`src/rtl/assert_macros.svh`:
```
// ----------------------------------------------------------------------------
// Assertion macros
// Shared concurrent assertion forms for the threshold fraction core.
// ----------------------------------------------------------------------------
`ifndef ASSERT_MACROS_SVH
`define ASSERT_MACROS_SVH

// Same-cycle implication, checked outside reset
`define ASSERT_IMPL(lbl, clk, rst, ante, cons) \
  lbl: assert property (@(posedge clk) disable iff (rst) (ante) |-> (cons)) \
    else $error("implication check failed");

// Next-cycle implication, checked outside reset
`define ASSERT_NEXT(lbl, clk, rst, ante, cons) \
  lbl: assert property (@(posedge clk) disable iff (rst) (ante) |=> (cons)) \
    else $error("next-cycle check failed");

// Condition that must never hold, checked outside reset
`define ASSERT_NEVER(lbl, clk, rst, expr) \
  lbl: assert property (@(posedge clk) disable iff (rst) !(expr)) \
    else $error("forbidden condition seen");

`endif

```
`src/rtl/rtf_pkg.sv`:
```
// ----------------------------------------------------------------------------
// rtf_pkg
// Widths, constants, scale table and shared types of the threshold fraction
// core.
// ----------------------------------------------------------------------------
package rtf_pkg;

  localparam int unsigned POT_W    = 10;
  localparam int unsigned ALT_W    = 16;
  localparam int unsigned LEN_W    = 16;
  localparam int unsigned FRAC_W   = 24;
  localparam int unsigned SCALE_W  = 16;
  localparam int unsigned STATUS_W = 2;

  // altitude in half metres: 2*centre + length
  localparam int unsigned A2_W     = 18;
  localparam int unsigned IDX_W    = 6;
  localparam int unsigned ROM_SIZE = 64;
  localparam int unsigned STEP_W   = 10;

  localparam int unsigned STEP_HALF_M     = 1000;
  localparam int unsigned HALF_STEP       = 500;
  localparam int unsigned GRID_POINTS_DEF = 41;

  // a2 / 1000 as (a2 * M) >> SH, exact for a2 below 2^18
  localparam int unsigned DIV_A_M_W = 18;
  localparam logic [DIV_A_M_W-1:0] DIV_A_M = 18'd134218;
  localparam int unsigned DIV_A_SH  = 27;

  // interpolation term / 1000, exact for terms below 2^26
  localparam int unsigned TERM_W    = 26;
  localparam int unsigned DIV_B_M_W = 28;
  localparam logic [DIV_B_M_W-1:0] DIV_B_M = 28'd137438954;
  localparam int unsigned DIV_B_SH  = 37;

  // fraction = pot * scale * 16000 / (284 * len)
  localparam int unsigned NUM_W  = POT_W + SCALE_W;
  localparam int unsigned DEN_W  = 25;
  localparam int unsigned REM_W  = 40;
  localparam int unsigned CMP_W  = DEN_W + FRAC_W;
  localparam logic [8:0]  THRESH_MV_PER_KM = 9'd284;
  localparam logic [13:0] FRAC_MUL = 14'd16000;
  localparam logic [FRAC_W-1:0] FRAC_MAX = '1;

  typedef enum logic [STATUS_W-1:0] {
    ST_OK       = 2'd0,
    ST_ALT_HIGH = 2'd1,
    ST_ZERO_LEN = 2'd2
  } status_t;

  // density scale, Q4.12, 500 m grid; flat above 20 km
  localparam logic [SCALE_W-1:0] SCALE_ROM [ROM_SIZE] = '{
    4096, 4339, 4593, 4851, 5116, 5396, 5687, 5995, 6322, 6670,
    7045, 7448, 7886, 8363, 8883, 9452, 10078, 10766, 11524, 12364,
    13293, 14323, 15459, 16712, 18081, 19586, 21220, 22993, 24912, 26989,
    29219, 31623, 34195, 36963, 39949, 43179, 46689, 50484, 54619, 59110,
    64012, 64012, 64012, 64012, 64012, 64012, 64012, 64012, 64012, 64012,
    64012, 64012, 64012, 64012, 64012, 64012, 64012, 64012, 64012, 64012,
    64012, 64012, 64012, 64012
  };

  // interpolator to divider
  typedef struct packed {
    logic [POT_W-1:0]   pot;
    logic [LEN_W-1:0]   len;
    logic [SCALE_W-1:0] scale;
    status_t            status;
  } scl_t;

  // divider to output stage
  typedef struct packed {
    logic [FRAC_W-1:0]  q;
    logic               sat;
    logic [SCALE_W-1:0] scale;
    status_t            status;
  } quo_t;

endpackage

```
`src/rtl/rtf_div.sv`:
```
// ----------------------------------------------------------------------------
// rtf_div
// Numerator and denominator build-up, overflow detection and a restoring
// divider with one quotient bit per pipeline stage.
// ----------------------------------------------------------------------------
`include "assert_macros.svh"

module rtf_div import rtf_pkg::*; (
  input  logic clk,
  input  logic rst,
  input  logic in_valid,
  output logic in_ready,
  input  scl_t in_item,
  output logic item_valid,
  input  logic item_ready,
  output quo_t item
);

  localparam int unsigned NSTG = 3 + FRAC_W;

  typedef struct packed {
    logic [REM_W-1:0]   rem;
    logic [DEN_W-1:0]   den;
    logic [FRAC_W-1:0]  q;
    logic               sat;
    logic [SCALE_W-1:0] scale;
    status_t            status;
  } dst_t;

  logic [NSTG-1:0] vld;
  logic [NSTG:0]   en;

  always_comb begin
    en[NSTG] = item_ready;
    for (int i = NSTG - 1; i >= 0; i--) begin
      en[i] = !vld[i] || en[i+1];
    end
  end

  always_ff @(posedge clk) begin
    if (rst) begin
      vld <= '0;
    end else begin
      if (en[0]) vld[0] <= in_valid;
      for (int i = 1; i < NSTG; i++) begin
        if (en[i]) vld[i] <= vld[i-1];
      end
    end
  end

  assign in_ready   = en[0];
  assign item_valid = vld[NSTG-1];

  // stage 0: potential times scale, threshold times length
  logic [NUM_W-1:0]   num_0;
  logic [DEN_W-1:0]   den_0, den_1;
  logic [SCALE_W-1:0] sc_0, sc_1;
  status_t            st_0, st_1;

  always_ff @(posedge clk) begin
    if (en[0]) begin
      num_0 <= NUM_W'(in_item.pot) * NUM_W'(in_item.scale);
      den_0 <= DEN_W'(in_item.len) * DEN_W'(THRESH_MV_PER_KM);
      sc_0  <= in_item.scale;
      st_0  <= in_item.status;
    end
  end

  // stage 1: scaled numerator plus half the divisor
  logic [REM_W-1:0] numr_1;

  always_ff @(posedge clk) begin
    if (en[1]) begin
      numr_1 <= REM_W'(num_0) * REM_W'(FRAC_MUL) + REM_W'(den_0 >> 1);
      den_1  <= den_0;
      sc_1   <= sc_0;
      st_1   <= st_0;
    end
  end

  // stage 2: a quotient of 2^24 or more saturates
  dst_t stg [FRAC_W+1];

  always_ff @(posedge clk) begin
    if (en[2]) begin
      stg[0] <= '{rem: numr_1, den: den_1, q: '0,
                  sat: (CMP_W'(numr_1) >= {den_1, {FRAC_W{1'b0}}}),
                  scale: sc_1, status: st_1};
    end
  end

  // one quotient bit per stage, most significant first
  for (genvar k = 0; k < FRAC_W; k++) begin : g_bit
    localparam int unsigned J = FRAC_W - 1 - k;
    logic [CMP_W-1:0] dvs;
    logic             fits;
    dst_t             nxt;

    always_comb begin
      dvs  = CMP_W'(stg[k].den) << J;
      fits = CMP_W'(stg[k].rem) >= dvs;
      nxt  = stg[k];
      if (fits) begin
        nxt.rem  = REM_W'(CMP_W'(stg[k].rem) - dvs);
        nxt.q[J] = 1'b1;
      end
    end

    always_ff @(posedge clk) begin
      if (en[3+k]) stg[k+1] <= nxt;
    end
  end

  assign item = '{q: stg[FRAC_W].q, sat: stg[FRAC_W].sat,
                  scale: stg[FRAC_W].scale, status: stg[FRAC_W].status};

  `ASSERT_IMPL(a_den_zero_len, clk, rst, vld[0] && st_0 == ST_ZERO_LEN, den_0 == '0)
  `ASSERT_IMPL(a_rem_below_den, clk, rst, item_valid && item.status == ST_OK && !item.sat, stg[FRAC_W].rem < REM_W'(stg[FRAC_W].den))

endmodule

```
`config.mk`:
```
export PLATFORM = sky130hd
export DESIGN_NAME = rtf_div
export DESIGN_NICKNAME = d
export VERILOG_FILES = /design/src/rtl/rtf_pkg.sv /design/src/rtl/rtf_div.sv
export VERILOG_INCLUDE_DIRS = /design/src /design/src/rtl
export SDC_FILE = /design/constraint.sdc
export NUM_CORES = 2
export LEC_CHECK = 0
export ABC_AREA = 0
export BUFFER_PORTS_ARGS = -buffer_cell sky130_fd_sc_hd__buf_2
export CELL_PAD_IN_SITES_DETAIL_PLACEMENT = 1
export CELL_PAD_IN_SITES_GLOBAL_PLACEMENT = 2
export CORE_ASPECT_RATIO = 0.75
export CORE_UTILIZATION = 46
export CTS_CLUSTER_SIZE = 25
export DETAILED_ROUTE_END_ITERATION = 7
export GPL_TIMING_DRIVEN = 0
export PLACE_DENSITY = 0.82
export SLEW_MARGIN = 30
export SYNTH_ARGS = -nofsm -noshare
export SYNTH_HDL_FRONTEND = slang
export SYNTH_SLANG_ARGS = --single-unit
```
`constraint.sdc`:
```
create_clock -name clk -period 12.75 [get_ports clk]
set_clock_uncertainty 0.1 [all_clocks]
set_input_delay 1.275 -clock clk [delete_from_list [all_inputs] [get_ports clk]]
set_output_delay 1.275 -clock clk [all_outputs]
set_load 0.1 [all_outputs]
```
Word level (Yosys, flattened, before mapping)
Memories as Yosys holds them, arrays and structs flattened.
Cells that the tools add are included.
Storage, ports and cells
  register bits: 175
  latch bits: 0
  bits in writable memories: 2700
  bits in read-only memories: 0
  input bits: 48
  output and inout bits: 45
  word-level logic and storage cells: 241
  memories: 1
Memory list
  stg: depth 25, bits a word 108, read ports 25, clocked after Yosys merged registers in 0, wr ports 25, line rtf_div.sv:82  | dst_t stg [FRAC_W+1];
Operators by class
  $add $sub $neg: 25
  multipliers: 3
  divide/modulo/power cells: 0
  $lt $le $gt $ge: 25
  eq/ne operators: 0
  shift operators: 0
  multiplexer cells: 98
  bitwise logic cells: 0
  reductions and logical operators: 54
Operators by type and width (count)
  $mux 40: 24
  $sub 40x40->40: 9
  $mux 1: 74
  $ge 40x49->1: 1
  $ge 40x48->1: 1
  $ge 40x47->1: 1
  $ge 40x46->1: 1
  $ge 40x45->1: 1
  $ge 40x44->1: 1
  $ge 40x43->1: 1
  $ge 40x42->1: 1
  $ge 40x41->1: 1
  $add 40x24->40: 1
  $ge 40x25->1: 1
  $ge 40x26->1: 1
  $ge 40x27->1: 1
  $ge 40x28->1: 1
  $ge 40x29->1: 1
  $ge 40x30->1: 1
  $ge 40x31->1: 1
  $ge 40x32->1: 1
  $ge 40x33->1: 1
  $ge 40x34->1: 1
  $ge 40x35->1: 1
  25 further kinds: 77

Logic depth before layout (Yosys ltp)
  depth in word-level cells: 28
  depth in mapped cells: 23
  mapped depth without buffers: 23

Worst setup path before layout
Ideal clock, no wire load.
  kind: input to output
  start: input port item_ready
  end: output port in_ready
  arrival: 8585 ps
  data required time: 11375 ps
  slack: 2790 ps
  stages: 11
  path buffers: 1
  cells stage by stage: nor2b_1 > inv_1 > nor2_1 > and2_1 > and4_1 > and2_1 > clkbuf_1 > inv_1 > nor2_1 > nand4_1 > or2_2
On the way
  word-level cells in the longest chain between the ends: 27
RTL lines
  from (decl): line rtf_div.sv:15  | input logic item_ready,
  $logic_or 1x1->1: line rtf_div.sv:36  | en[i] = !vld[i] || en[i+1];
  named net en[26]: line rtf_div.sv:31  | logic [NSTG:0] en;
  $logic_or 1x1->1 (18 in series): line rtf_div.sv:36
  named net en[8]: line rtf_div.sv:31
  $logic_or 1x1->1 (7 in series): line rtf_div.sv:36
  named net en[1]: line rtf_div.sv:31
  $logic_or 1x1->1: line rtf_div.sv:36
  to (decl): line rtf_div.sv:12  | output logic in_ready,
The timed path passes the listed nets, and every way through them passes these cells.

Worst setup path after layout
Same ends and word-level chain as after synthesis.

==> flow_summary.json <==
{
  "fin_area_mm2": 0.129,
  "start_util_pct": 46.4,
  "drt_iter0_drc": 5149,
  "cts_buffers": 233,
  "wirelength_um": 290000,
  "rsz0062_at_grt": "false",
  "setup_violations": 0,
  "vias": 70100,
  "crit_required_ns": 11.38,
  "final_cell_mix": "2270 x edfxtp_1, 1033 x inv_1, 738 x ha_1, 563 x nand2_1, 482 x a21oi_1",
  "status": "finished clean",
  "path_class": "input pin to output pin",
  "max_freq_mhz": 124,
  "io_pins": 93,
  "min_period_over_period_pct": 63.2,
  "grt-ovfl-total": 0,
  "yosys_warnings": 0,
  "core_mm2": 0.248,
  "clkTransAtPathRegs_ns": 0.06,
  "drv_slew": 0,
  "multiInputGateArea_mm2": 0.0418,
  "via_per_inst": 5.49,
  "async_reset_ff_share_pct": 0,
  "hold_viol": 0,
  "insertion_delay_ns": 0.92,
  "arrival_ns": 6.69,
  "synth-seq-cells": 2297,
  "grt_max_degree": 74,
  "fin_crit_ns": 8.06,
  "cts_tree": "yes",
  "drive_above_1_share_pct": 9.15,
  "final_common_cell": "edfxtp_1",
  "avgRoutedWirePerCell_um": 22.7,
  "grt_pass1_vias": 73700,
  "synth.distinct_cells": 103,
  "dr.pass1.iters": 7,
  "seq_area_mm2": 0.0687,
  "drc": 0,
  "fp.dieH_um": 435,
  "cts_root_buffer": "clkbuf_16",
  "post_cts_resized": 0,
  "die_w_um": 580,
  "cts_buffer_depth": 4,
  "tightest_slew_ns": 0.977,
  "synth_area_per_cell_um2": 12.9,
  "critPathCaptureType": "output pin",
  "grt_pass1_wl_um": 441000,
  "post_cts_buffers": 0,
  "synth_enable_flop_cells": 2270,
  "htree_levels": 4,
  "synth_area_mm2": 0.115,
  "io_buffers": 91,
  "area_growth_pct": 11.7,
  "syn_inst": 8907,
  "ys_seq_area_share_pct": 59.7,
  "antenna_found_initial": 18,
  "cp_max_fo": 45,
  "ant_nets": 0,
  "grt_usage_pct": 22.7,
  "gp_congestion": 0.893,
  "critPathLaunchType": "input pin",
  "fin_util_pct": 51.9,
  "synth_ff_type": "edfxtp_1",
  "place_hpwl_um": 225000,
  "cts.sinks": 2297,
  "dieArea_mm2": 0.252,
  "synth_fp_nets": 9945,
  "maxCapViolations": 0,
  "rows": 158,
  "setup_tns_ns": 0,
  "relSlewSlack_pct": 34.3,
  "nets": 10300,
  "hold_buffers": 0,
  "hold_class": "register to register",
  "nFillCells": 24900,
  "placed_cell_area_mm2": 0.121
}
## per-layer routing
metal  vias up  track usage (%)  part of all wire, %
li1      32900                -                    -
met1     35100             32.9                   47
met2      1688             34.6                   44
met3       419             4.85                  6.9
met4         0             5.76                  2.4
met5         -                0                    0
## worst paths after layout
path | start | end | slack (ns) | depth (start not counted)
worst min register to register | stg[1][576]$_DFFE_PP_ | stg[1][684]$_DFFE_PP_ | 0.26 | 0
worst min-delay path | stg[1][576]$_DFFE_PP_ | stg[1][684]$_DFFE_PP_ | 0.26 | 0
worst max-delay path | item_ready | in_ready | 4.69 | 16
worst max register to register | num_0[1]$_DFFE_PP_ | numr_1[29]$_DFFE_PP_ | 6.01 | 20
## cell usage after synthesis, drive strengths merged, types with 19 or more instances
cell type	n	area [um2]
nand2	570	2140
nor2	472	1770
or3	50	313
and3	46	288
o21bai	55	413
fa	252	5040
and2	110	691
a31oi	43	303
mux2	162	1830
o31ai	53	440
a21o	219	1650
nor2b	103	652
nand2b	90	563
a21oi	483	2420
dfxtp	27	541
edfxtp	2270	68200
clkbuf	87	327
or4	25	191
or2	28	175
nor3	126	631
xnor2	345	3020
and4	19	166
o21a	81	608
ha	738	9230
nand4	104	651
o21ai	430	2170
nand3	102	510
a21boi	46	349
o211ai	26	205
nor4	98	619
a211oi	40	310
nor4b	26	240
xor2	226	1980
mux2i	24	240
inv	1046	3930
a31o	19	166
buf	91	581
## area by class of cell
cell class | count | share of cell area (%)
clock buffer | 276 | 4.71
timing repair buffer | 151 | 1.14
tap | 3280 | 3.19
antenna | 3 | 0.00583
sequential | 2297 | 53.4
multi-input combinational | 5386 | 32.5
buffer | 178 | 0.705
inverter | 1046 | 3.09
clock inverter | 149 | 1.30
## cells by family (layout without fill, tap and decap cells)
group / count (synthesis) / in the layout / synth area share (%)
AOI/OAI and AO/OA: 1629 / 1629 / 8.95
xor gates and xnor gates: 571 / 571 / 4.34
adders and majority gates: 990 / 990 / 12.4
buffers and inverters: 1224 / 1800 / 4.20
DFF: 2297 / 2297 / 59.7
muxes: 186 / 186 / 1.80
other: 0 / 3 / 0
and+or+nand+nor: 2010 / 2010 / 8.65
## state kept, by name (all words and copies together) (netlist names)
signal,count
num_0,26
st_1,2
den_0,23
st_0,2
numr_1,33
sc_1,16
sc_0,16
vld,27
stg,2129
den_1,23
## stage by stage
| step | worst slack, ns | hold WS, ns | cells |
|---|---|---|---|
| 2_1_floorplan | 2.79 | 0.300 | 8907 |
| 3_3_place_gp | -1.40 | 0.301 | 12300 |
| 3_5_place_dp | 4.64 | 0.305 | 12300 |
| 4_1_cts | 4.53 | 0.257 | 12800 |
| 5_1_grt | 4.34 | 0.269 | 12800 |
| 6_report | 4.69 | 0.265 | 12800 |
## critical path, stage by stage
cell	delay, ns
buf_2	0.10
nor2b_1	0.55
inv_4	0.29
buf_12	0.27
nor2_1	0.38
and2_1	0.31
and4_1	0.32
and2_1	0.15
clkbuf_1	0.39
inv_4	0.27
nor2_1	0.69
nand4_1	0.24
buf_4	0.26
or2_4	0.42
buf_16	0.28
buf_2	0.35
Power is left out: the tool's default activity adds up to more than one toggle a clock period on the data nets, which glitch-free logic cannot reach.
